`config.mk`:
```
export PLATFORM = sky130hd
export DESIGN_NAME = pdf_reduce
export DESIGN_NICKNAME = d
export VERILOG_FILES = /design/src/design/pdf_pkg.sv /design/src/design/pdf_reduce.sv
export SDC_FILE = /design/constraint.sdc
export NUM_CORES = 2
export LEC_CHECK = 0
export BUFFER_PORTS_ARGS = -buffer_cell sky130_fd_sc_hd__buf_2
export CAP_MARGIN = 20
export CORE_UTILIZATION = 40
export CTS_CLUSTER_DIAMETER = 80
export DETAILED_ROUTE_END_ITERATION = 12
export SLEW_MARGIN = 15
export SYNTH_ARGS = -nofsm -noshare
export SYNTH_HDL_FRONTEND = slang
export SYNTH_SLANG_ARGS = --single-unit
```
`constraint.sdc`:
```
create_clock -name clock -period 16.2 [get_ports clock]
set_clock_uncertainty 0.2 [all_clocks]
set_input_delay 3.24 -clock clock [delete_from_list [all_inputs] [get_ports clock]]
set_output_delay 3.24 -clock clock [all_outputs]
set_load 0.005 [all_outputs]
```
`src/design/pdf_pkg.sv`:
```
`timescale 1ns / 1ps
// shared types and constants of the pyramid down filter
// no dependencies; imported by every module of the block

package pdf_pkg;

   localparam int PIX_W     = 16;        // input sample
   localparam int LS_W      = 3 * PIX_W; // one column of the three stored rows
   localparam int ROW_W     = 16;        // row counter and height register
   localparam int WREG_W    = 11;        // width register
   localparam int XO_W      = 9;         // output column
   localparam int YO_W      = 15;        // output row
   localparam int HSUM_W    = 19;        // one weighted row of four taps
   localparam int VAL_W     = 22;        // full 4x4 weighted sum, 6 fraction bits
   localparam int CSR_AW    = 3;
   localparam int CSR_DW    = 32;

   // register index, taken from paddr[2]
   localparam logic REG_WIDTH  = 1'b0;
   localparam logic REG_HEIGHT = 1'b1;

   // [row back][column back][bit]
   typedef logic [3:0][3:0][PIX_W-1:0] win_type;

   typedef struct packed {
      logic             restart;
      logic [ROW_W-1:0] height_last;
   } csr_ctl_type;

   // results owed for one accepted pixel
   typedef struct packed {
      logic [XO_W-1:0] x_first;
      logic            x_two;
      logic [1:0]      dx_first;   // column offset of the leftmost tap
      logic [YO_W-1:0] y_first;
      logic            y_two;
      logic [1:0]      dy_first;   // row offset of the topmost tap
      logic            image_end;
   } job_type;

endpackage

```
`src/design/pdf_reduce.sv`:
```
`timescale 1ns / 1ps
// result side: steps through the owed outputs, row sums, column sum, output register
// depends on pdf_pkg

module pdf_reduce (
   input  logic                             clock,
   input  logic                             reset,
   input  pdf_pkg::win_type                 win,
   input  pdf_pkg::job_type                 job,
   input  logic                             job_valid,
   output logic                             job_take,
   output logic                             rsp_valid,
   input  logic                             rsp_ready,
   output logic signed [pdf_pkg::VAL_W-1:0] rsp_out_value,
   output logic [pdf_pkg::XO_W-1:0]         rsp_out_column,
   output logic [pdf_pkg::YO_W-1:0]         rsp_out_row,
   output logic                             rsp_last_of_run,
   output logic                             rsp_image_done
);
   import pdf_pkg::*;

   // 1-3-3-1 over the taps at offsets d..0, nearest taps dropped past the edge
   function automatic logic signed [VAL_W-1:0] wsum4(
      input logic signed [VAL_W-1:0] s3,
      input logic signed [VAL_W-1:0] s2,
      input logic signed [VAL_W-1:0] s1,
      input logic signed [VAL_W-1:0] s0,
      input logic [1:0]              d
   );
      logic signed [VAL_W-1:0] t2, t1, t0;
      t2 = s2 + (s2 <<< 1);
      t1 = s1 + (s1 <<< 1);
      t0 = s0 + (s0 <<< 1);
      case (d)
         2'd3:    return s3 + t2 + t1 + s0;
         2'd2:    return s2 + t1 + t0;
         2'd1:    return s1 + t0;
         default: return '0;
      endcase
   endfunction

   logic                     seq_i_ff, seq_i_in;
   logic                     seq_j_ff, seq_j_in;
   logic                     step, cur_last, mid_ready, out_ready;
   logic [1:0]               dx, dy;
   logic signed [HSUM_W-1:0] hsum [4];

   logic                     mid_valid_ff, mid_valid_in;
   logic signed [HSUM_W-1:0] mid_hsum_ff [4];
   logic [1:0]               mid_dy_ff;
   logic [XO_W-1:0]          mid_ox_ff;
   logic [YO_W-1:0]          mid_oy_ff;
   logic                     mid_last_ff, mid_done_ff;

   logic                     rsp_valid_ff, rsp_valid_in;
   logic signed [VAL_W-1:0]  out_value_ff;
   logic [XO_W-1:0]          out_col_ff;
   logic [YO_W-1:0]          out_row_ff;
   logic                     out_last_ff, out_done_ff;

   assign out_ready = !rsp_valid_ff || rsp_ready;
   assign mid_ready = !mid_valid_ff || out_ready;
   assign step      = job_valid && mid_ready;
   assign cur_last  = (seq_j_ff == job.x_two) && (seq_i_ff == job.y_two);
   assign job_take  = step && cur_last;

   // second column or row of a pair always starts one tap in
   assign dx = seq_j_ff ? 2'd1 : job.dx_first;
   assign dy = seq_i_ff ? 2'd1 : job.dy_first;

   always_comb begin
      seq_i_in = seq_i_ff;
      seq_j_in = seq_j_ff;
      if (step) begin
         if (cur_last) begin
            seq_i_in = 1'b0;
            seq_j_in = 1'b0;
         end else if (!seq_j_ff && job.x_two) begin
            seq_j_in = 1'b1;
         end else begin
            seq_j_in = 1'b0;
            seq_i_in = 1'b1;
         end
      end
   end

   always_comb begin
      for (int k = 0; k < 4; k++) begin
         hsum[k] = HSUM_W'(wsum4(VAL_W'($signed(win[k][3])), VAL_W'($signed(win[k][2])),
                                 VAL_W'($signed(win[k][1])), VAL_W'($signed(win[k][0])), dx));
      end
   end

   assign mid_valid_in = mid_ready ? job_valid : mid_valid_ff;
   assign rsp_valid_in = out_ready ? mid_valid_ff : rsp_valid_ff;

   always_ff @(posedge clock) begin
      if (reset) begin
         seq_i_ff     <= 1'b0;
         seq_j_ff     <= 1'b0;
         mid_valid_ff <= 1'b0;
         rsp_valid_ff <= 1'b0;
      end else begin
         seq_i_ff     <= seq_i_in;
         seq_j_ff     <= seq_j_in;
         mid_valid_ff <= mid_valid_in;
         rsp_valid_ff <= rsp_valid_in;
      end
   end

   always_ff @(posedge clock) begin
      if (step) begin
         for (int k = 0; k < 4; k++) begin
            mid_hsum_ff[k] <= hsum[k];
         end
         mid_dy_ff   <= dy;
         mid_ox_ff   <= job.x_first + XO_W'(seq_j_ff);
         mid_oy_ff   <= job.y_first + YO_W'(seq_i_ff);
         mid_last_ff <= cur_last;
         mid_done_ff <= cur_last && job.image_end;
      end
   end

   always_ff @(posedge clock) begin
      if (out_ready && mid_valid_ff) begin
         out_value_ff <= wsum4(VAL_W'(mid_hsum_ff[3]), VAL_W'(mid_hsum_ff[2]),
                               VAL_W'(mid_hsum_ff[1]), VAL_W'(mid_hsum_ff[0]), mid_dy_ff);
         out_col_ff   <= mid_ox_ff;
         out_row_ff   <= mid_oy_ff;
         out_last_ff  <= mid_last_ff;
         out_done_ff  <= mid_done_ff;
      end
   end

   assign rsp_valid       = rsp_valid_ff;
   assign rsp_out_value   = out_value_ff;
   assign rsp_out_column  = out_col_ff;
   assign rsp_out_row     = out_row_ff;
   assign rsp_last_of_run = out_last_ff;
   assign rsp_image_done  = out_done_ff;

`ifndef SYNTHESIS
   a_done_is_last: assert property (@(posedge clock) disable iff (reset)
      rsp_valid_ff && out_done_ff |-> out_last_ff)
      else $error("image end flagged on a word that does not close its pixel");

   a_second_col: assert property (@(posedge clock) disable iff (reset)
      seq_j_ff |-> job_valid && job.x_two)
      else $error("second output column stepped without a pending pair");

   a_second_row: assert property (@(posedge clock) disable iff (reset)
      seq_i_ff |-> job_valid && job.y_two)
      else $error("second output row stepped without a pending pair");

   a_take_rewinds: assert property (@(posedge clock) disable iff (reset)
      job_take |=> !seq_i_ff && !seq_j_ff)
      else $error("result sequencer not rewound after the last word of a pixel");
`endif

endmodule

```
==> reports/qor.yml <==
routing:
  wirelength_um: 90000
  vias: 27100
  ant_nets: 0
  drtIter0Drc: 1417
  wl_per_cell_um: 17.8
  drc: 0
  drtPass1Iterations: 5
  viasPerCell: 5.36
clocking:
  h-tree-depth: 4
  cts_sinks: 156
  cts_setup_buffers: 0
  cts_tree: "built"
  clk_latency_ns: 0.47
  numCtsBuffers: 17
  clk_pin_slew_ns: 0.07
  cts_resized: 0
  cts_root_buffer: "clkbuf_16"
  cts.path.max_buffers: 2
  holdBufCountCts: 0
layout:
  area.growth.synth_to_final_pct: 11.0
  final_common_cell: "inv_1"
  antenna_cells: 0
  layout_common_cells: "inv_1, ha_1, fa_1, buf_2, a21oi_1"
  final_core_util_pct: 44.9
  nets: 5077
  drive_above_1_share_pct: 11.0
synthesis:
  synth_area_um2: 33200
  yosysWarnings: 0
  synth_edf_count: 152
  synth_top_family_by_area: "adder cells"
  synth_cells: 3638
  synthXorXnorAreaFrac_pct: 10.2
  synthMuxAreaShare_pct: 0.697
  synth.distinct_cells: 90
  synth_ff_type: "edfxtp_1"
  async_reset_ff_share_pct: 0
  synth-simple-area-share_pct: 10.6
  ys_seq_elements: 156
  avgSynthCellArea_um2: 9.13
  syn_nets: 4742
  synth_compound_area_share_pct: 19.3
  yosys.area_share.adder_pct: 39.0
  yosysSeqAreaShare_pct: 14.0
timing:
  slew_viol_final: 0
  slew_headroom_pct: 36.3
  clock.fmax_mhz: 121
  tightest_slew_ns: 0.953
  tns_ns: 0
  worst_slack_ns: 7.93
  period_needed_ns: 8.27
  hold_viol: 0
  hold_slack_ns: 0.218
  rsz0062_at_grt: "no"
  min_period_over_period_pct: 51.0
  finalSetupViolCount: 0
worst_setup_path:
  worstPathCellList: "buf_2, ha_1, fa_1, a21o_1, a21oi_2, o21bai_1, a211oi_1, o31ai_1, or4_1, a31o_1, a21oi_1, xnor2_1, fa_1, ha_1, a211o_1, o21bai_1, a31oi_1, o21ai_0, a21oi_1, xnor2_1, a211oi_1, nand3_1"
  cp_top_family: "compound AO/OA/AOI/OAI gates"
  crit_type: "in -> reg"
  worstSetupEndpointType: "register"
  crit_buf_inv: 1
  crit_slowest_cell: "fa_1"
  worst_ep_required_time_ns: 16.22
  slowest_delay_ns: 0.47
  crit_fanout: 4
  critPathLaunchType: "primary input"
  r2r_cells: 24
  arrival_ns: 8.29
  worst-path-stages: 22
hold_path:
  min_path_cells: 0
  hold_class: "reg -> reg"
floorplan:
  die_w_um: 290
  core_um2: 82100
  io_pins: 341
  initial_core_util_pct: 40.4
  die_h_um: 290
  die_area_um2: 84200
  row_count: 105
place:
  dp_hpwl_um: 78800
  dp_slack_ns: 7.47
  io_buffers: 340
  gp_congestion: 0.904
run_status:
  status: "completed"
grt:
  grt_pass1_vias: 27400
  grtUsageTotal_pct: 21.8
  grt_max_degree: 55
  grt_antenna_before_repair: 7
  gr-total-overflow: 0
  grt_first_pass_wirelength_um: 145000
job:
  maxCapViolCount: 0
[metrics by stage]
stage	cell area [um2]	instances
final	36800	5056
after global routing	36800	5056
after CTS	36800	5056
after detailed placement	36200	5024
after global placement	36200	5024
after floorplan	33200	3638
[area by class of cell]
cell class              instances  area [um2]
clock buffers                  17         425
clock inverters                15         180
fillers                      8048       45300
inverters                     515        1940
multi-input cells            2929       26500
flip-flops and latches        156        4640
well taps                    1070        1340
repair buffers                354        1810
[flip-flops by register name, summed over array words and instances, names as in the netlist]
name and flops:
mid_oy_ff 15, rsp_out_column 9, seq_i_ff 1, mid_valid_ff 1, mid_dy_ff 2, mid_ox_ff 9, rsp_image_done 1, mid_done_ff 1
rsp_valid 1, rsp_last_of_run 1, mid_last_ff 1, mid_hsum_ff 76, rsp_out_row 15, seq_j_ff 1, rsp_out_value 22
[Yosys cell counts, drive strengths merged (22+ instances only)]
master | n | area, um2
a211oi | 38 | 285
a21o | 128 | 961
a21oi | 286 | 1440
a31oi | 38 | 238
and3 | 44 | 280
clkbuf | 27 | 101
edfxtp | 152 | 4560
fa | 368 | 7370
ha | 445 | 5570
inv | 514 | 1930
mux2i | 22 | 220
nand2 | 159 | 597
nand2b | 35 | 219
nand3 | 65 | 325
nand4 | 23 | 144
nor2 | 197 | 739
nor2b | 35 | 219
nor3 | 72 | 360
o21a | 31 | 233
o21ai | 170 | 851
o21bai | 43 | 323
o22ai | 57 | 357
or2 | 22 | 138
or3 | 29 | 183
xnor2 | 244 | 2140
xor2 | 143 | 1250
[worst register-to-register path: cells and delay by family, from the launching register on]
kind	cells	cell delay [ns]
buf+inv	2	0.09
xor+xnor	1	0.33
flops	1	0.52
mux	1	0.22
fa+ha+maj	6	2.61
simple gates	3	0.34
compound gates	11	2.50
[final timing paths]
check / from / to / slack, ns
setup / recovery: win[192] / mid_hsum_ff[3][18] / 7.93
hold / removal: mid_oy_ff[11] / rsp_out_row[11] / 0.22
setup reg to reg: mid_hsum_ff[1][0] / rsp_out_value[20] / 9.13
hold reg to reg: mid_oy_ff[11] / rsp_out_row[11] / 0.22
[kinds of logic after synthesis]
group                    count (synthesis)
buffers and inverters                  553
adder cells (fa/ha/maj)                813
AO/OA/AOI/OAI                          983
AND/OR/NAND/NOR                        723
XOR/XNOR                               387
multiplexers                            23
flip-flops                             156
[metal layers]
layer  vias up  share of wire [%]  track usage, %
li1      13500                  -               -
met1     12900                 44            27.5
met2       577                 49            39.0
met3       105                4.0            2.82
met4         6                2.3            5.63
met5         -              0.038               0
Power is not shown: default switching activity piles up to over one toggle a cycle in this logic, so the estimate is an artifact.
