## config.mk

```make
export PLATFORM = sky130hd
export DESIGN_NAME = pdf_csr
export DESIGN_NICKNAME = d
export VERILOG_FILES = /design/src/design/pdf_pkg.sv /design/src/design/pdf_csr.sv
export SDC_FILE = /design/constraint.sdc
export NUM_CORES = 1
export LEC_CHECK = 0
export BUFFER_PORTS_ARGS = -buffer_cell sky130_fd_sc_hd__buf_2
export CORE_ASPECT_RATIO = 1.4
export CORE_UTILIZATION = 50
export CTS_BUF_LIST = sky130_fd_sc_hd__clkbuf_8
export CTS_CLUSTER_DIAMETER = 150
export DETAILED_ROUTE_END_ITERATION = 10
export MAX_ROUTING_LAYER = met4
export PLACE_DENSITY = 0.91
export SLEW_MARGIN = 10
export SYNTH_ARGS = -nofsm -noshare
export SYNTH_HDL_FRONTEND = slang
export SYNTH_SLANG_ARGS = --single-unit
```

## constraint.sdc

```tcl
create_clock -name clock -period 4.35 [get_ports clock]
set_input_delay 0.6525 -clock clock [delete_from_list [all_inputs] [get_ports clock]]
set_output_delay 0.6525 -clock clock [all_outputs]
set_load 0.1 [all_outputs]
```

## src/design/pdf_pkg.sv

```systemverilog
`timescale 1ns / 1ps
// shared types and constants of the pyramid down filter
// no dependencies; imported by every module of the block

package pdf_pkg;

   localparam int PIX_W     = 16;        // input sample
   localparam int LS_W      = 3 * PIX_W; // one column of the three stored rows
   localparam int ROW_W     = 16;        // row counter and height register
   localparam int WREG_W    = 11;        // width register
   localparam int XO_W      = 9;         // output column
   localparam int YO_W      = 15;        // output row
   localparam int HSUM_W    = 19;        // one weighted row of four taps
   localparam int VAL_W     = 22;        // full 4x4 weighted sum, 6 fraction bits
   localparam int CSR_AW    = 3;
   localparam int CSR_DW    = 32;

   // register index, taken from paddr[2]
   localparam logic REG_WIDTH  = 1'b0;
   localparam logic REG_HEIGHT = 1'b1;

   // [row back][column back][bit]
   typedef logic [3:0][3:0][PIX_W-1:0] win_type;

   typedef struct packed {
      logic             restart;
      logic [ROW_W-1:0] height_last;
   } csr_ctl_type;

   // results owed for one accepted pixel
   typedef struct packed {
      logic [XO_W-1:0] x_first;
      logic            x_two;
      logic [1:0]      dx_first;   // column offset of the leftmost tap
      logic [YO_W-1:0] y_first;
      logic            y_two;
      logic [1:0]      dy_first;   // row offset of the topmost tap
      logic            image_end;
   } job_type;

endpackage

```

## src/design/pdf_csr.sv

```systemverilog
`timescale 1ns / 1ps
// configuration registers: image width and height behind an apb-style port
// depends on pdf_pkg

module pdf_csr #(
   parameter int MAX_WIDTH = 1024
) (
   input  logic                          clock,
   input  logic                          reset,
   input  logic                          csr_psel,
   input  logic                          csr_penable,
   input  logic                          csr_pwrite,
   input  logic [pdf_pkg::CSR_AW-1:0]    csr_paddr,
   input  logic [pdf_pkg::CSR_DW-1:0]    csr_pwdata,
   output logic [pdf_pkg::CSR_DW-1:0]    csr_prdata,
   output logic                          csr_pready,
   output logic [$clog2(MAX_WIDTH)-1:0]  width_last,
   output pdf_pkg::csr_ctl_type          ctl
);
   import pdf_pkg::*;

   localparam int COL_W = $clog2(MAX_WIDTH);

   logic [WREG_W-1:0] width_ff;
   logic [ROW_W-1:0]  height_ff;
   logic              wr;
   logic              idx;

   assign csr_pready = 1'b1;
   assign wr         = csr_psel & csr_penable & csr_pwrite;
   assign idx        = csr_paddr[2];

   always_ff @(posedge clock) begin
      if (reset) begin
         width_ff  <= WREG_W'(1024);
         height_ff <= ROW_W'(1);
      end else if (wr) begin
         case (idx)
            REG_WIDTH:  width_ff  <= csr_pwdata[WREG_W-1:0];
            REG_HEIGHT: height_ff <= csr_pwdata[ROW_W-1:0];
            default:    ;
         endcase
      end
   end

   always_comb begin
      case (idx)
         REG_WIDTH:  csr_prdata = CSR_DW'(width_ff);
         REG_HEIGHT: csr_prdata = CSR_DW'(height_ff);
         default:    csr_prdata = '0;
      endcase
   end

   // zero counts as one, anything above the line store counts as its size
   always_comb begin
      if (width_ff == '0) begin
         width_last = '0;
      end else if (int'(width_ff) > MAX_WIDTH) begin
         width_last = COL_W'(MAX_WIDTH - 1);
      end else begin
         width_last = COL_W'(width_ff - WREG_W'(1));
      end
   end

   assign ctl.height_last = (height_ff == '0) ? '0 : height_ff - ROW_W'(1);
   assign ctl.restart     = wr;

endmodule

```

==> results of run 1 <==
==> logic make-up (layout without fill, tap and decap cells) <==
logic type | count (synthesis) | after routing | share of synthesized area (%)
and+or+nand+nor | 123 | 123 | 31.1
AOI/OAI and AO/OA | 48 | 48 | 13.8
buffers and inverters | 37 | 75 | 11.3
DFF | 27 | 27 | 28.9
xor gates and xnor gates | 13 | 13 | 6.08
muxes | 12 | 12 | 7.15
adders and majority gates | 2 | 2 | 1.34
other | 2 | 17 | 0.401
==> power groups by stage <==
stage / sequential, mW / clock (mW) / combinational (mW)
finish: 0.262 / 0.146 / 0.320
global route: 0.263 / 0.156 / 0.333
CTS: 0.261 / 0.145 / 0.320
detailed placement: 0.267 / 0 / 0.319
global placement: 0.267 / 0 / 0.317
floorplan: 0.264 / 0 / 0.294
==> worst max-delay path: cells and delay by family, from the launching register on <==
family,cells,cell delay (ps)
AND/OR/NAND/NOR,3,1140
AO/OA/AOI/OAI,1,110
flip-flops,1,380
buffers and inverters,2,500
adder cells (fa/ha/maj),1,210
==> cells in the mapped netlist, drive strengths merged (2+ instances only) <==
library cell / count
nor3: 6
nor3b: 2
nand3: 6
conb: 2
xnor2: 6
nor4: 4
or4: 3
a211o: 2
inv: 6
nor2: 21
or3: 3
xor2: 7
dfxtp: 27
buf: 22
o21ai: 11
ha: 2
mux2: 11
o31ai: 2
a21oi: 33
nor2b: 2
and2: 7
clkbuf: 9
nand2: 62
and3: 2
==> metrics by stage <==
step	setup slack, ps	util [%]	cell area, µm²
floorplan	687	-	1930
global route	976	62.4	2170
CTS	1070	62.4	2170
detailed placement	1400	61.0	2120
global placement	1420	61.0	2120
finish	1060	62.4	2170
==> cell type report <==
class                           count  area (µm²)  share of cell area [%]
Sequential cell                    27         541                    25.0
Inverter                            6        22.5                    1.04
Clock buffer                        3        41.3                    1.91
Tap cell                           40        50.0                    2.31
Clock inverter                      1        7.51                   0.347
Timing Repair Buffer               65         328                    15.1
Multi-Input combinational cell    215        1180                    54.3
==> registers in the layout (all words and copies together) (netlist names) <==
| register | cells |
|---|---|
| width_ff | 11 |
| height_ff | 16 |
==> worst max-delay path by stage <==
stage | startpoint | to | slack (ps) | depth (start not counted)
after detailed placement | width_ff[0] | width_last[8] | 1400 | 7
final | width_ff[0] | width_last[8] | 1060 | 7
after CTS | width_ff[0] | width_last[8] | 1070 | 7
after global routing | width_ff[0] | width_last[8] | 980 | 7
after floorplan | height_ff[0] | ctl[12] | 690 | 6
after global placement | width_ff[0] | width_last[8] | 1420 | 7
==> layer usage <==
layer | part of all wire [%] | vias up
li1 | - | 955
met1 | 41 | 869
met2 | 51 | 77
met3 | 6.1 | 12
met4 | 2.2 | 0
met5 | 0 | -
==> reports/results.tsv, run 1 <==
metric	value	unit
outcome	completed	
die width	53.7	µm
met3 Usage GRT	2.25	%
core area	0.00347	mm²
Least-Margin Pin Slew	810	ps
crit path time final	3290	ps
Top FF cell, synth	dfxtp_1	
Layout Cells excl Fill	357	
drt wl/cell	12.6	µm
r2r startpoint	height_ff[0]	
pin count of the biggest net entering global routing	28	
Switch Pwr	360	µW
drt pass-1 iters	4	
Final Slew Violations	0	
Pwr Total	727	µW
Routed Antenna Nets	0	
TritonCTS clock tree	done	
Via density	5.36	
Worst-Skew Late Latency	280	ps
fillers	309	
asr flop ratio synth	0	%
# setup viols final	0	
clk sinks	27	
Cell Area, Synth	0.00187	mm²
clock slew at reported path FFs	100	ps
postcts setup bufs	0	
first-pass GRT wire length	7070	µm
Routed WL	4500	µm
Tcrit/Tclk final	75.5	%
Port Buf Inserts	64	
RSZ-0062 raised after global routing	false	
cts bufs inserted	3	
post-synth top area share	28.9	%
Final nets	360	
share of post-route cells with drive strength above 1	26.8	%
antenna violations before repair	0	
Post-synth EDFFs	0	
crit-path max FO	6	
FMAX	0.304	GHz
cell taking the most area after synthesis	dfxtp_1	
gr busiest metal	met2	
Pint	368	µW
MaxCap Viol Count	0	
Comb power frac	44.0	%
reg2reg setup slack	3430	ps
register bit total from synthesis	27	
WS Path Type	reg -> out	
critical path arrival	2630	ps
synthesis-to-layout area growth	15.7	%
top-level port count	100	
Hold Startpoint	height_ff[12]	
post_cts resized	0	
Max VDD drop	249	µV
Syn Area/Cell	7.09	µm²
synth top area cells	dfxtp_1 29%, nand2_1 12%, a21oi_1 8.8%	
crit path cell chain	inv_1 -> ha_1 -> or4b_4 -> or4_4 -> nor3b_2 -> a211o_1 -> buf_2	
number of global-route vias before repair	1625	
max incr delay on CP	520	ps
overflow left after global routing	0	
most common cell after layout, fill and taps aside	buf_2	
reg2reg end	height_ff[0]	
Sequential Power Share	36.0	%
LEAKAGE	0.997	nW
pwr dens	336	mW/mm²
YS warnings	0	
vias	1913	
Die Ht	74.4	µm
FF-to-FF path depth	3	
hold depth	2	
Clock Skew	0	ps
cts-stage hold buffer count	0	
Worst slew margin	45.9	%
met2 GRT Util	39.9	%
met1 usage	29.2	%
Final Hold Viols	0	
sw frac	49.4	%
Cells after DPL	353	
Final Wtd Congestion	0.816	
min-delay worst type	reg -> reg	
Tot GR Track Use	24.2	%
htree depth	1	
register area share after synthesis	28.9	%
DRC marker count from the first detailed-route iteration	47	
Rows	25	
Unique masters post-synth	37	
Worst EP required	3700	ps
DR DRC count	0	
hold_ws	505	ps
Post-Synthesis Cells	264	
Slowest cell on crit path	or4b_4	
most frequent cells in the layout	64 x buf_2, 62 x nand2_1, 33 x a21oi_1	
post-DP HPWL	3350	µm
setup TNS	0	ps
clock share of power	20.0	%
clk buf depth	2	
initial core utilization	53.9	%
diodes inserted	0	
crit start category	flop	
Hold Path End	height_ff[12]	
die area	0.00400	mm²
Root Driver	clkbuf_8	
nature of the critical path endpoint	primary output	
No activity file was read; power rests on OpenSTA's default activity.
==> run 2, diff against run 1 <==
--- a/config.mk
+++ b/config.mk
@@ -7,12 +7,12 @@
 export LEC_CHECK = 0
 export BUFFER_PORTS_ARGS = -buffer_cell sky130_fd_sc_hd__buf_2
 export CORE_ASPECT_RATIO = 1.4
-export CORE_UTILIZATION = 50
+export CORE_UTILIZATION = 47
 export CTS_BUF_LIST = sky130_fd_sc_hd__clkbuf_8
 export CTS_CLUSTER_DIAMETER = 150
 export DETAILED_ROUTE_END_ITERATION = 10
 export MAX_ROUTING_LAYER = met4
-export PLACE_DENSITY = 0.91
+export PLACE_DENSITY = 0.86
 export SLEW_MARGIN = 10
 export SYNTH_ARGS = -nofsm -noshare
 export SYNTH_HDL_FRONTEND = slang
==> constraint.sdc (replaced) <==
create_clock -name clock -period 3.4 [get_ports clock]
set_input_delay 0.51 -clock clock [delete_from_list [all_inputs] [get_ports clock]]
set_output_delay 0.51 -clock clock [all_outputs]
set_load 0.1 [all_outputs]
==> reports/results.tsv, run 2 (synthesized netlist as in run 1, its figures left out) <==
metric	value	unit	change
Tot GR Track Use	22.7	%	was 24.2%
outcome	completed		unchanged
Routed Antenna Nets	0		unchanged
post-DP HPWL	3470	µm	was 3350 µm
antenna violations before repair	0		unchanged
critical path arrival	2650	ps	was 2630 ps
htree depth	1		unchanged
LEAKAGE	1.01	nW	was 0.997 nW
vias	1919		was 1,913
postcts setup bufs	0		unchanged
cts bufs inserted	3		unchanged
pwr dens	429	mW/mm²	was 336 mW/mm²
crit-path max FO	6		unchanged
initial core utilization	50.0	%	was 53.9%
most common cell after layout, fill and taps aside	buf_2		unchanged
most frequent cells in the layout	64 x buf_2, 62 x nand2_1, 32 x a21oi_1		was 64 x buf_2, 62 x nand2_1, 33 x a21oi_1
drt wl/cell	12.6	µm	about the same
clock slew at reported path FFs	100	ps	about the same
MaxCap Viol Count	0		unchanged
post_cts resized	0		unchanged
max FFs per register	16		unchanged
min-delay worst type	in -> reg		was reg -> reg
Rows	26		was 25
setup TNS	0	ps	unchanged
number of global-route vias before repair	1755		was 1,625
clk buf depth	2		unchanged
die width	55.3	µm	was 53.7 µm
Worst slew margin	49.6	%	was 45.9%
Routed WL	4570	µm	was 4500 µm
core area	0.00374	mm²	was 0.00347 mm²
RSZ-0062 raised after global routing	false		unchanged
first-pass GRT wire length	7610	µm	was 7070 µm
DRC marker count from the first detailed-route iteration	44		was 47
Worst-Skew Late Latency	280	ps	about the same
Final Hold Viols	0		unchanged
hold_ws	450	ps	was 505 ps
Final Wtd Congestion	0.908		was 0.816
overflow left after global routing	0		unchanged
DR DRC count	0		unchanged
Max VDD drop	315	µV	was 249 µV
Root Driver	clkbuf_8		unchanged
Worst EP required	2890	ps	was 3700 ps
Die Ht	76.7	µm	was 74.4 µm
share of post-route cells with drive strength above 1	27.9	%	was 26.8%
clk sinks	27		unchanged
die area	0.00424	mm²	was 0.00400 mm²
FMAX	0.317	GHz	
Layout Cells excl Fill	361		was 357
Final nets	362		was 360
nature of the critical path endpoint	primary output		unchanged
top-level port count	100		unchanged
WS Path Type	reg -> out		unchanged
synthesis-to-layout area growth	17.0	%	was 15.7%
crit path time final	3160	ps	
Tcrit/Tclk final	92.9	%	
TritonCTS clock tree	done		unchanged
# setup viols final	0		unchanged
Port Buf Inserts	64		unchanged
diodes inserted	0		unchanged
Cells after DPL	357		was 353
cts-stage hold buffer count	0		unchanged
crit start category	flop		unchanged
Via density	5.32		was 5.36
pin count of the biggest net entering global routing	28		unchanged
Least-Margin Pin Slew	754	ps	was 810 ps
Final Slew Violations	0		unchanged
largest reg by FF count	height_ff		unchanged
Clock Skew	0	ps	unchanged
drt pass-1 iters	4		unchanged
largest registers	height_ff: 16 flops, width_ff: 11 flops		unchanged
[run 2: changes by cell type in the layout (fill, tap and decap cells not counted), sizes merged]
cell and delta:
buf +2
[run 2: area by class of cell]
type / count / area (µm²)
Fill cell: 356 / 1550
Multi-Input combinational cell: 215 / 1180
Sequential cell: 27 / 541
Timing Repair Buffer: 67 / 343
Tap cell: 42 / 52.6
Clock buffer: 3 / 41.3
Inverter: 6 / 22.5
Clock inverter: 1 / 7.51
[run 2: path summary, 6_finish.rpt]
path / from / to / slack [ps] / cells after the start
hold / removal: csr_pwdata[0] / height_ff[0] / 450 / 2
hold reg to reg: width_ff[1] / width_ff[1] / 510 / 2
setup / recovery: width_ff[0] / width_last[8] / 240 / 7
setup reg to reg: height_ff[0] / height_ff[0] / 2510 / 3
[run 2: routing by layer]
| layer | track usage [%] | wire [µm] | up-vias |
|---|---|---|---|
| li1 | - | - | 962 |
| met1 | 26.4 | 1890 | 858 |
| met2 | 38.1 | 2280 | 86 |
| met3 | 2.19 | 248 | 13 |
| met4 | 12.3 | 141 | 0 |
| met5 | - | 0 | - |
[run 2: worst max-delay path: stages (launching register included)]
cell     delay, ps
dfxtp_1        370
inv_1           90
ha_1           200
or4b_4         530
or4_4          450
nor3b_2        190
a211o_1        120
buf_2          420
[run 2: stage by stage]
stage	power (mW)	instance area (µm²)	setup WS, ps	util, %
2_1_floorplan	0.715	1940	98.3	-
3_3_place_gp	0.752	2140	590	57.3
3_5_place_dp	0.755	2140	561	57.3
4_1_cts	0.943	2190	232	58.6
5_1_grt	0.977	2190	107	58.6
6_report	0.939	2190	241	58.6
[run 2: where the power goes]
part	total, mW	switching, mW	leakage (nW)	internal (mW)
combinational	0.413	0.348	0.769	0.0656
sequential	0.335	0.0114	0.219	0.323
clock	0.192	0.108	0.0217	0.0835
total	0.939	0.467	1.01	0.472
