===== config.mk =====
export PLATFORM = sky130hd
export DESIGN_NAME = pdf_window
export DESIGN_NICKNAME = d
export VERILOG_FILES = /design/src/design/pdf_pkg.sv /design/src/design/pdf_window.sv
export SDC_FILE = /design/constraint.sdc
export NUM_CORES = 1
export LEC_CHECK = 0
export BUFFER_PORTS_ARGS = -buffer_cell sky130_fd_sc_hd__buf_4
export CAP_MARGIN = 20
export CORE_MARGIN = 8
export CORE_UTILIZATION = 25
export CTS_BUF_LIST = sky130_fd_sc_hd__clkbuf_4 sky130_fd_sc_hd__clkbuf_8 sky130_fd_sc_hd__clkbuf_16
export DETAILED_ROUTE_END_ITERATION = 7
export PLACE_DENSITY = 0.57
export RECOVER_POWER = 25
export SLEW_MARGIN = 20
export SYNTH_ARGS = -nofsm -noshare
export SYNTH_HDL_FRONTEND = slang
export SYNTH_SLANG_ARGS = --single-unit

===== constraint.sdc =====
create_clock -name clock -period 10.4 [get_ports clock]
set_input_delay 1.04 -clock clock [delete_from_list [all_inputs] [get_ports clock]]
set_output_delay 1.04 -clock clock [all_outputs]
set_load 0.02 [all_outputs]

===== src/design/pdf_pkg.sv =====
`timescale 1ns / 1ps
// shared types and constants of the pyramid down filter
// no dependencies; imported by every module of the block

package pdf_pkg;

   localparam int PIX_W     = 16;        // input sample
   localparam int LS_W      = 3 * PIX_W; // one column of the three stored rows
   localparam int ROW_W     = 16;        // row counter and height register
   localparam int WREG_W    = 11;        // width register
   localparam int XO_W      = 9;         // output column
   localparam int YO_W      = 15;        // output row
   localparam int HSUM_W    = 19;        // one weighted row of four taps
   localparam int VAL_W     = 22;        // full 4x4 weighted sum, 6 fraction bits
   localparam int CSR_AW    = 3;
   localparam int CSR_DW    = 32;

   // register index, taken from paddr[2]
   localparam logic REG_WIDTH  = 1'b0;
   localparam logic REG_HEIGHT = 1'b1;

   // [row back][column back][bit]
   typedef logic [3:0][3:0][PIX_W-1:0] win_type;

   typedef struct packed {
      logic             restart;
      logic [ROW_W-1:0] height_last;
   } csr_ctl_type;

   // results owed for one accepted pixel
   typedef struct packed {
      logic [XO_W-1:0] x_first;
      logic            x_two;
      logic [1:0]      dx_first;   // column offset of the leftmost tap
      logic [YO_W-1:0] y_first;
      logic            y_two;
      logic [1:0]      dy_first;   // row offset of the topmost tap
      logic            image_end;
   } job_type;

endpackage


===== src/design/pdf_window.sv =====
`timescale 1ns / 1ps
// input stage: raster position, 4x4 tap window and the results owed per pixel
// depends on pdf_pkg

module pdf_window #(
   parameter int MAX_WIDTH = 1024
) (
   input  logic                             clock,
   input  logic                             reset,
   input  logic                             req_valid,
   output logic                             req_ready,
   input  logic signed [pdf_pkg::PIX_W-1:0] req_pixel_value,
   input  pdf_pkg::csr_ctl_type             ctl,
   input  logic [$clog2(MAX_WIDTH)-1:0]     width_last,
   input  logic [pdf_pkg::LS_W-1:0]         rd_data,
   output logic [$clog2(MAX_WIDTH)-1:0]     rd_addr,
   output logic                             wr_en,
   output logic [$clog2(MAX_WIDTH)-1:0]     wr_addr,
   output logic [pdf_pkg::LS_W-1:0]         wr_data,
   output pdf_pkg::win_type                 win,
   output pdf_pkg::job_type                 job,
   output logic                             job_valid,
   input  logic                             job_take
);
   import pdf_pkg::*;

   localparam int COL_W = $clog2(MAX_WIDTH);

   logic [COL_W-1:0] col_ff, col_in;
   logic [ROW_W-1:0] row_ff, row_in;
   win_type          win_ff, win_in;
   job_type          job_ff, job_in;
   logic             job_valid_ff, job_valid_in;
   logic             accept;
   logic             col_end, row_end;
   logic             c_ge2, r_ge2;
   logic             x_emit, y_emit;
   logic [COL_W-2:0] c_half;
   logic [ROW_W-2:0] r_half;

   assign req_ready = !job_valid_ff || job_take;
   assign accept    = req_valid && req_ready;

   assign col_end = (col_ff == width_last);
   assign row_end = (row_ff == ctl.height_last);
   assign c_half  = col_ff[COL_W-1:1];
   assign r_half  = row_ff[ROW_W-1:1];
   assign c_ge2   = |c_half;
   assign r_ge2   = |r_half;
   assign x_emit  = col_end || (!col_ff[0] && c_ge2);
   assign y_emit  = row_end || (!row_ff[0] && r_ge2);

   always_comb begin
      col_in = col_ff;
      row_in = row_ff;
      if (ctl.restart) begin
         col_in = '0;
         row_in = '0;
      end else if (accept) begin
         if (col_end) begin
            col_in = '0;
            row_in = row_end ? '0 : row_ff + ROW_W'(1);
         end else begin
            col_in = col_ff + COL_W'(1);
         end
      end
   end

   // read ahead at the column of the next pixel
   assign rd_addr = col_in;
   assign wr_en   = accept;
   assign wr_addr = col_ff;
   assign wr_data = {rd_data[2*PIX_W-1:0], req_pixel_value};

   always_comb begin
      win_in = win_ff;
      if (accept) begin
         for (int k = 0; k < 4; k++) begin
            for (int m = 3; m > 0; m--) begin
               win_in[k][m] = (col_ff == '0) ? '0 : win_ff[k][m-1];
            end
         end
         win_in[0][0] = req_pixel_value;
         win_in[1][0] = (row_ff >= ROW_W'(1)) ? rd_data[PIX_W-1:0] : '0;
         win_in[2][0] = (row_ff >= ROW_W'(2)) ? rd_data[2*PIX_W-1:PIX_W] : '0;
         win_in[3][0] = (row_ff >= ROW_W'(3)) ? rd_data[3*PIX_W-1:2*PIX_W] : '0;
      end
   end

   always_comb begin
      job_in       = job_ff;
      job_valid_in = job_valid_ff;
      if (accept) begin
         job_valid_in = x_emit && y_emit;
         // odd position is the last of an even size; even at the end adds one more
         if (col_ff[0]) begin
            job_in.x_first  = XO_W'(c_half);
            job_in.dx_first = 2'd2;
         end else if (c_ge2) begin
            job_in.x_first  = XO_W'(c_half) - XO_W'(1);
            job_in.dx_first = 2'd3;
         end else begin
            job_in.x_first  = '0;
            job_in.dx_first = 2'd1;
         end
         if (row_ff[0]) begin
            job_in.y_first  = YO_W'(r_half);
            job_in.dy_first = 2'd2;
         end else if (r_ge2) begin
            job_in.y_first  = YO_W'(r_half) - YO_W'(1);
            job_in.dy_first = 2'd3;
         end else begin
            job_in.y_first  = '0;
            job_in.dy_first = 2'd1;
         end
         job_in.x_two     = col_end && !col_ff[0] && c_ge2;
         job_in.y_two     = row_end && !row_ff[0] && r_ge2;
         job_in.image_end = col_end && row_end;
      end else if (job_take) begin
         job_valid_in = 1'b0;
      end
   end

   always_ff @(posedge clock) begin
      if (reset) begin
         col_ff       <= '0;
         row_ff       <= '0;
         job_valid_ff <= 1'b0;
      end else begin
         col_ff       <= col_in;
         row_ff       <= row_in;
         job_valid_ff <= job_valid_in;
      end
   end

   always_ff @(posedge clock) begin
      win_ff <= win_in;
      job_ff <= job_in;
   end

   assign win       = win_ff;
   assign job       = job_ff;
   assign job_valid = job_valid_ff;

endmodule


==> flow_metrics.env, run 1 <==
export IMPL_period_share_pct=42.14
export IMPL_routed_wire_length_per_instance_um=19.53
export IMPL_synth_compound_area_share_pct=2.943
export IMPL_p_total_w=0.003077
export IMPL_cp_max_fo=22
export IMPL_core_um2=51510
export IMPL_grt_pass1_wl_mm=58.39
export IMPL_die_h_um=244.5
export IMPL_vias_per_cell=4.243
export IMPL_portBuffers=452
export IMPL_route_detailed_drc=0
export IMPL_timing_reg2reg_setup_slack_ns=7.20
export IMPL_maxSlewHeadroom_pct=25.60
export IMPL_cts_hold_buf=0
export IMPL_postLayoutSetupSlackWorst_ns=6.017
export IMPL_die_area_um2=59770
export IMPL_leakage_nw=6.857
export IMPL_finalMaxSlewViolations=0
export IMPL_status="completed"
export IMPL_synth_top_family_by_area="simple AND/OR/NAND/NOR gates"
export IMPL_critical_path_class="in -> out"
export IMPL_grt_pass1_vias=9101
export IMPL_syn_area_um2=13050
export IMPL_cts_buffers=38
export IMPL_report_final_hold_viol_count=0
export IMPL_grt_overflow=0
export IMPL_grt_util_met1_pct=14.48
export IMPL_drtPass1Iterations=5
export IMPL_synth_largest_area_cell="edfxtp_1"
export IMPL_synth_xor_area_share_pct=2.617
export IMPL_drtIter0Drc=516
export IMPL_die_w_um=244.5
export IMPL_layoutNonFillerInstCount=2053
export IMPL_synth_edf_count=287
export IMPL_clock_sinks=314
export IMPL_area_growth_pct=33.89
export IMPL_grt_max_degree=142
export IMPL_required_ns=9.36
export IMPL_synth_seq_area_share_pct=70.18
export IMPL_critPathLaunchType="input pin"
export IMPL_synthCells=947
export IMPL_ys_types=48
export IMPL_cts_tree="built"
export IMPL_clk_pin_slew_ns=0.06
export IMPL_synth_top_cells_by_area="edfxtp_1 (66%), and2_1 (10%), dfxtp_1 (4.1%)"
export IMPL_ant_nets=0
export IMPL_dp_hpwl_mm=29.62
export IMPL_clock_latency_ns=0.54
export IMPL_syn_nets=1053
export IMPL_async_flop_share_pct=0
export IMPL_ys_ff_latch=314
export IMPL_synth_adder_area_share_pct=1.055
export IMPL_htreeDepth=2
export IMPL_hold_end="win[161]"
export IMPL_ioPinCount=453
export IMPL_yosys_warnings=0
export IMPL_nFillCells=5185
export IMPL_place_ws_ns=6.048
export IMPL_clockRootBuffer="clkbuf_16"
export IMPL_setup_tns_ns=0
export IMPL_synth_ff_type="edfxtp_1"
export IMPL_rows=83
export IMPL_synthSimpleGateAreaFrac_pct=18.30
export IMPL_grt_usage_pct=12.62
export IMPL_avgSynthCellArea_um2=13.78
export IMPL_post_cts_resize_count=0
export IMPL_synth_top_area_share_pct=66.04
export IMPL_grt_busiest_layer="met2"
export IMPL_vias=8710
export IMPL_arrival_ns=3.34
export IMPL_fin_worst_skew_ns=0.01740
export IMPL_setup_violations=0
export IMPL_gp_congestion=0.8597
export IMPL_min_path_type="reg -> reg"
export IMPL_worstMarginPinSlew_ns=1.106
export IMPL_reg2reg_depth=6
export IMPL_rsz0062_at_grt="no"
export IMPL_clk_path_buf_depth=3
export IMPL_max_cap_violations=0
export IMPL_period_minus_slack_ns=4.383
export IMPL_worstHoldStart="win[145]"
export IMPL_num_nets_final=1449
export IMPL_r2r_start="row_ff[3]"
export IMPL_irDropWorstVdd_mv=0.09510
export IMPL_cp_end_kind="output pin"
export IMPL_fmax_mhz=228.2
export IMPL_grt_util_met3_pct=4.981
export IMPL_powerDensity_nw_per_um2=176.1
export IMPL_antenna_found_initial=0
export IMPL_whs_path_depth=1
export IMPL_start_util_pct=25.34
export IMPL_rr_endpoint="win[194]"
export IMPL_dp_cells=1983
export IMPL_post_cts_setup_buffers=0
export IMPL_drive_gt1_share_pct=28.48
export IMPL_synth_mux_area_share_pct=0.07670
export IMPL_met2_usage_pct=21.26
export IMPL_routed_wl_mm=40.10
export IMPL_num_antenna_cells=0
report_power, final:
| part | total, W | switching (W) | leakage (nW) | internal [W] |
|---|---|---|---|---|
| Sequential | 0.00146 | 0.0000260 | 3.16 | 0.00144 |
| Combinational | 0.000269 | 0.000176 | 3.06 | 0.0000935 |
| Clock | 0.00135 | 0.000532 | 0.637 | 0.000814 |
| Total | 0.00308 | 0.000733 | 6.86 | 0.00234 |
synthesized netlist by cell type (3+ instances only):
library cell / instances
edfxtp_1: 287
and2_1: 210
buf_4: 48
clkbuf_1: 48
nor2_1: 48
nand2_1: 36
dfxtp_1: 27
o21ai_0: 23
xnor2_1: 22
nor2b_1: 19
a21oi_1: 18
xor2_1: 17
nor4_1: 12
ha_1: 11
inv_1: 11
and2_4: 10
or3_1: 9
nand3_1: 8
nand4_1: 8
or4_1: 8
nand2b_1: 7
nor3_1: 7
o31ai_1: 7
and2_2: 5
and3_1: 5
a21o_1: 4
o41ai_1: 4
buf_6: 3
sequential cells by signal, indices dropped and copies added, names as in the netlist:
signal     count
wr_addr       10
row_ff        16
job           31
win          256
job_valid      1
worst max-delay path by stage:
stage | startpoint | to | slack, ns | depth (start not counted)
global route | job_take | rd_addr[5] | 5.91 | 7
global placement | width_last[1] | rd_addr[9] | 6.14 | 7
finish | width_last[1] | rd_addr[7] | 6.02 | 7
floorplan | job_take | rd_addr[1] | 0.91 | 6
CTS | width_last[1] | rd_addr[7] | 6.04 | 7
detailed placement | width_last[1] | rd_addr[7] | 6.05 | 7
worst max-delay path, cell delays in order:
cell	delay [ns]
buf_4	0.11
xnor2_1	0.22
nand4_1	0.33
or4_1	0.91
nand2b_1	0.43
nor2_1	0.12
buf_4	0.17
per-stage QoR:
stage                     hold WS (ns)  area (um2)  util [%]
final                           0.5341       17470     33.92
after CTS                       0.5387       18060     35.07
after global routing            0.5521       17470     33.92
after global placement          0.5313       16780     32.58
after detailed placement        0.5380       16780     32.58
after floorplan                 0.4883       13050         -
cell usage in the layout (no fill, tap or decap), types with 10 or more instances in the layout:
cell | Yosys | final
a21oi_1 | 18 | 18
and2_1 | 210 | 210
and2_4 | 10 | 10
buf_4 | 48 | 294
clkbuf_1 | 48 | 157
clkbuf_16 | 0 | 39
clkbuf_4 | 0 | 12
dfxtp_1 | 27 | 27
edfxtp_1 | 287 | 287
ha_1 | 11 | 11
inv_1 | 11 | 10
nand2_1 | 36 | 36
nor2_1 | 48 | 47
nor2b_1 | 19 | 19
nor4_1 | 12 | 11
o21ai_0 | 23 | 23
xnor2_1 | 22 | 22
xor2_1 | 17 | 17
logic make-up after synthesis:
logic type | Yosys count
AO/OA/AOI/OAI | 64
XOR/XNOR | 39
adder cells (fa/ha/maj) | 11
buffers and inverters | 113
flip-flops | 314
multiplexers | 1
AND/OR/NAND/NOR | 405
layout make-up:
| class | count | area, um2 | area share [%] |
|---|---|---|---|
| sequential | 314 | 9159 | 52.42 |
| multi-input combinational | 520 | 3271 | 18.72 |
| timing repair buffer | 458 | 2861 | 16.38 |
| clock buffer | 46 | 1035 | 5.922 |
| tap | 680 | 850.8 | 4.869 |
| clock inverter | 24 | 247.7 | 1.418 |
| inverter | 11 | 48.80 | 0.2793 |
layer usage:
metal | routed length [um] | vias to the layer above
met2 | 19270 | 385
met1 | 15950 | 4187
met4 | 1183 | 0
li1 | - | 4072
met3 | 3704 | 66
met5 | 0 | -
No activity file was read; power rests on OpenSTA's default activity.
==> inputs of run 2 (changes only) <==
==> constraint.sdc (replaced) <==
create_clock -name clock -period 4.45 [get_ports clock]
set_input_delay 0.445 -clock clock [delete_from_list [all_inputs] [get_ports clock]]
set_output_delay 0.445 -clock clock [all_outputs]
set_load 0.02 [all_outputs]
==> run 2 against run 1 <==
  * Utilization shrank 0.71 points
  * Count of clock-buffer cells in the layout up 1
  * Flip-flop and latch count did not move
  * Combinational power up 120%
  * Power increased by 120%
  * Routed wire length shrank 2.0%
  * Non-clock buffer count is the same
  * Via count is 0.60% lower
  * Cell count fell by 0.34%
==> flow_metrics.env, run 2 (synthesized netlist as in run 1, its figures left out) <==
export IMPL_core_um2=51510
export IMPL_netSwitchingPower_w=0.001641
export IMPL_finalMaxSlewViolations=0
export IMPL_top_layer_used="met4"
export IMPL_ioPinCount=453
export IMPL_multi_input_area_um2=3289
export IMPL_cts_tree="built"
export IMPL_num_antenna_cells=0
export IMPL_slowest_stage="or4_1"
export IMPL_worstMarginPinSlew_ns=0.8693
export IMPL_status="completed"
export IMPL_area_growth_pct=31.09
export IMPL_post_cts_setup_buffers=0
export IMPL_period_share_pct=80.45
export IMPL_arrival_ns=3.14
export IMPL_clockRootBuffer="clkbuf_16"
export IMPL_grt_pass1_wl_mm=57.22
export IMPL_setup_violations=0
export IMPL_htreeDepth=2
export IMPL_cp_end_kind="output pin"
export IMPL_combPwrFrac_pct=8.7
export IMPL_irDropWorstVdd_mv=0.2012
export IMPL_met1_length_mm=16.09
export IMPL_min_path_type="in -> reg"
export IMPL_nFillCells=5340
export IMPL_period_minus_slack_ns=3.580
export IMPL_die_h_um=244.5
export IMPL_die_area_um2=59770
export IMPL_fmax_mhz=279.3
export IMPL_clock_latency_ns=0.53
export IMPL_setup_tns_ns=0
export IMPL_vias_per_cell=4.232
export IMPL_leakage_nw=6.536
export IMPL_critical_path_class="reg -> out"
export IMPL_cpLargestDelayFamily="simple AND/OR/NAND/NOR gates"
export IMPL_ant_nets=0
export IMPL_antenna_found_initial=1
export IMPL_met2_length_mm=18.96
export IMPL_grt_max_degree=150
export IMPL_start_util_pct=25.34
export IMPL_layout_commonest_cell="edfxtp_1"
export IMPL_max_cap_violations=0
export IMPL_grt_overflow=0
export IMPL_rsz0062_at_grt="no"
export IMPL_maxSlewHeadroom_pct=42.04
export IMPL_met3_wirelength_mm=3.718
export IMPL_p_clk_share_pct=41.7
export IMPL_seq_power_share_pct=49.6
export IMPL_p_total_w=0.006891
export IMPL_fin_worst_skew_ns=0.008967
export IMPL_cts_hold_buf=0
export IMPL_portBuffers=452
export IMPL_powerDensity_nw_per_um2=402.8
export IMPL_drtIter0Drc=530
export IMPL_route_detailed_drc=0
export IMPL_gp_congestion=0.8325
export IMPL_report_final_hold_viol_count=0
export IMPL_hold_slack_ns=0.08425
export IMPL_mostFrequentLayoutCells="edfxtp_1 (287), buf_4 (228), clkbuf_1 (224), and2_1 (210), nor2_1 (46)"
export IMPL_num_nets_final=1448
export IMPL_clk_path_buf_depth=3
export IMPL_post_cts_resize_count=0
export IMPL_routed_wl_mm=39.30
export IMPL_critical_path_buf_inv_count=1
export IMPL_cp_max_fo=22
export IMPL_die_w_um=244.5
export IMPL_vias=8658
export IMPL_cts_buffers=37
export IMPL_intPower_w=0.005251
export IMPL_clk_pin_slew_ns=0.06
export IMPL_regArea_um2=9159
export IMPL_routed_wire_length_per_instance_um=19.21
export IMPL_grt_pass1_vias=8906
export IMPL_required_ns=4.01
export IMPL_critPathLaunchType="register"
export IMPL_dp_hpwl_mm=29.06
export IMPL_rows=83
export IMPL_swShare_pct=23.81
export IMPL_path_cells="xnor2_1 > nand4_1 > or4_1 > nand2b_1 > nor2_1 > buf_4"
export IMPL_max_stage_delay_ns=0.87
export IMPL_drive_gt1_share_pct=23.28
export IMPL_largest_reg_flops=256
export IMPL_grt_usage_pct=12.36
export IMPL_clock_sinks=314
export IMPL_drtPass1Iterations=5
-- run 2: changes by cell type in the layout (fill, tap and decap cells not counted), sizes merged --
cell      delta
bufinv       -3
clkbuf      +66
clkinv       -7
clkinvlp     +2
buf         -65
-- run 2: worst reg2reg max path, stage by stage (launching register included) --
cell,delay [ns]
dfxtp_1,0.31
nand2b_1,0.32
nand2_8,0.08
clkinvlp_2,0.47
buf_12,0.52
buf_12,0.80
and3_1,0.53
nand4bb_1,0.11
a21oi_1,0.17
-- run 2: final cells by class --
cell class,instances,share of cell area [%]
clock buffer,47,6.056
clock inverter,16,0.6290
inverter,11,0.2487
multi-input combinational,520,19.23
sequential,314,53.54
tap,680,4.973
timing repair buffer,458,15.33
-- run 2: power by group through the flow --
stage	Sequential (W)	Clock, W	Combinational (W)
global placement	0.00348	0	0.000696
floorplan	0.00364	0	0.000187
detailed placement	0.00348	0	0.000696
finish	0.00342	0.00287	0.000602
CTS	0.00342	0.00299	0.000697
global route	0.00343	0.00308	0.000643
-- run 2: through the flow --
| stage | worst slack [ns] | area [um2] | cells | utilization [%] |
|---|---|---|---|---|
| final | 0.8698 | 17110 | 2046 | 33.21 |
| after floorplan | -1.683 | 13100 | 947 | - |
| after detailed placement | 1.310 | 16810 | 1983 | 32.64 |
| after CTS | 0.8350 | 17960 | 2046 | 34.86 |
| after global placement | 1.472 | 16810 | 1983 | 32.63 |
| after global routing | 0.6498 | 17110 | 2046 | 33.21 |
-- run 2: metal layers --
layer / up-vias / GRT usage (%)
li1: 4061 / -
met1: 4181 / 14.70
met2: 382 / 20.97
met3: 34 / 4.709
met4: 0 / 2.944
met5: - / 0
-- run 2: path summary, 6_finish.rpt --
path,endpoint,cells after the start,from,slack [ns]
min,job_valid,2,reset,0.08
max,rd_addr[3],6,wr_addr[0],0.87
max reg2reg,row_ff[15],8,job_valid,1.07
min reg2reg,win[28],1,win[12],0.54
==> inputs of run 3 (changes only) <==
==> constraint.sdc (replaced) <==
create_clock -name clock -period 3.33 [get_ports clock]
set_input_delay 0.333 -clock clock [delete_from_list [all_inputs] [get_ports clock]]
set_output_delay 0.333 -clock clock [all_outputs]
set_load 0.02 [all_outputs]
==> run 3 against run 2 <==
  * Die area stayed put
  * Critical path depth fell by 1
  * Utilization rose by 0.75 points
  * Clock power is 45% higher
  * Hold slack better by 0.0047 ns
  * Clock skew up 0.0035 ns
  * Setup slack got worse by 0.65 ns
  * Flip-flop and latch count stayed put
  * Sequential share of layout area fell by 1.2 points
  * Cell area increased by 2.3%
  * Largest cell class unchanged
  * Routed wire length rose by 2.7%
  * Largest power group unchanged
==> flow_metrics.env, run 3 (synthesized netlist as in run 1, its figures left out) <==
export IMPL_grt_pass1_vias=8795
export IMPL_period_minus_slack_ns=3.114
export IMPL_drtPass1Iterations=4
export IMPL_report_final_hold_viol_count=0
export IMPL_cp_end_kind="output pin"
export IMPL_irDropWorstVdd_mv=0.2470
export IMPL_start_util_pct=25.34
export IMPL_setup_violations=0
export IMPL_vias=8753
export IMPL_num_nets_final=1475
export IMPL_clockRootBuffer="clkbuf_16"
export IMPL_min_path_type="in -> reg"
export IMPL_rsz0062_at_grt="no"
export IMPL_maxSlewHeadroom_pct=33.50
export IMPL_critPathLaunchType="register"
export IMPL_route_detailed_drc=0
export IMPL_hold_slack_ns=0.08893
export IMPL_powerDensity_nw_per_um2=545.8
export IMPL_cts_buffers=37
export IMPL_status="completed"
export IMPL_die_w_um=244.5
export IMPL_area_growth_pct=34.06
export IMPL_portBuffers=452
export IMPL_grt_pass1_wl_mm=58.13
export IMPL_arrival_ns=2.78
export IMPL_layoutNonFillerInstCount=2077
export IMPL_p_total_w=0.009550
export IMPL_dp_hpwl_mm=29.76
export IMPL_clk_path_buf_depth=3
export IMPL_die_area_um2=59770
export IMPL_num_antenna_cells=0
export IMPL_mostFrequentLayoutCells="edfxtp_1 (287), buf_4 (235), clkbuf_1 (221), and2_1 (210), nor2_1 (46)"
export IMPL_clk_pin_slew_ns=0.06
export IMPL_fin_worst_skew_ns=0.01251
export IMPL_postLayoutCellArea_um2=17500
export IMPL_worstMarginPinSlew_ns=0.9920
export IMPL_clock_sinks=314
export IMPL_dp_cells=1993
export IMPL_ant_nets=0
export IMPL_grt_max_degree=190
export IMPL_grt_usage_pct=12.66
export IMPL_routed_wire_length_per_instance_um=19.43
export IMPL_drtIter0Drc=414
export IMPL_antenna_found_initial=1
export IMPL_leakage_nw=6.730
export IMPL_routed_wl_mm=40.35
export IMPL_cp_max_fo=79
export IMPL_largest_reg_flops=256
export IMPL_max_cap_violations=0
export IMPL_ioPinCount=453
export IMPL_clock_latency_ns=0.54
export IMPL_core_um2=51510
export IMPL_required_ns=3.00
export IMPL_grt_overflow=0
export IMPL_cts_tree="built"
export IMPL_htreeDepth=2
export IMPL_layout_commonest_cell="edfxtp_1"
export IMPL_period_share_pct=93.50
export IMPL_fmax_mhz=321.2
export IMPL_rows=83
export IMPL_vias_per_cell=4.214
export IMPL_drive_gt1_share_pct=24.19
export IMPL_finalMaxSlewViolations=0
export IMPL_die_h_um=244.5
export IMPL_critical_path_class="reg -> out"
export IMPL_gp_congestion=0.8245
export IMPL_postPlaceCellArea_um2=16920
-- run 3: cell types whose count changed in the layout (fill, tap and decap cells not counted), moves of 2 or more --
cell           previous run  this run
buf_12                    2         4
buf_4                   228       235
bufinv_16                 1         5
clkbuf_1                224       221
clkinv_1                  8         6
clkinv_2                  3         8
dlygate4sd3_1             0        17
-- run 3: power by group --
| group | switching, W | internal, W | total [W] |
|---|---|---|---|
| clock network | 0.00162 | 0.00252 | 0.00415 |
| logic | 0.000561 | 0.000281 | 0.000841 |
| registers | 0.0000819 | 0.00448 | 0.00456 |
-- run 3: metrics by stage --
step	setup TNS (ns)	setup WS, ns	utilization [%]
after detailed placement	0	0.4405	32.84
after CTS	0	0.2232	35.58
final	0	0.2164	33.97
after global routing	0	0.06059	33.97
after global placement	0	0.5093	32.84
after floorplan	-647.78	-2.573	-
-- run 3: repair_timing --
action | CTS | global route
buffers inserted | 0 | 0
hold endpoints to repair | 17 | 0
endpoints found under the setup margin | 0 | 0
gates resized for setup | 0 | 0
hold buffers | 17 | 0
-- run 3: worst max-delay path, cell delays in order, from the launching register on --
cell and delay, ns:
dfxtp_1 0.38, nand2b_4 0.13, nand2_8 0.09, clkinvlp_2 0.77, buf_12 0.53, buf_4 0.25
-- run 3: routing by layer --
metal	up-vias	global-route usage (%)	part of all wire [%]
met5	-	0	0.027
met4	2	4.189	2.9
met3	68	5.657	10
met2	380	21.03	47
met1	4184	14.45	39
li1	4119	-	-
-- run 3: layout make-up --
cell class,instances,area (um2)
multi-input combinational,520,3297
tap,680,850.8
sequential,314,9159
inverter,11,42.54
clock inverter,24,254.0
timing repair buffer,485,2904
clock buffer,43,988.4
fill,5322,34010
-- run 3: final timing paths --
| path | from | to | cells after the start | slack, ns |
|---|---|---|---|---|
| worst max-delay path | job_valid | wr_en | 5 | 0.22 |
| worst min-delay path | rd_data[26] | win[138] | 2 | 0.09 |
| worst max register to register | row_ff[3] | win[68] | 5 | 0.45 |
| worst min register to register | win[171] | win[187] | 1 | 0.54 |
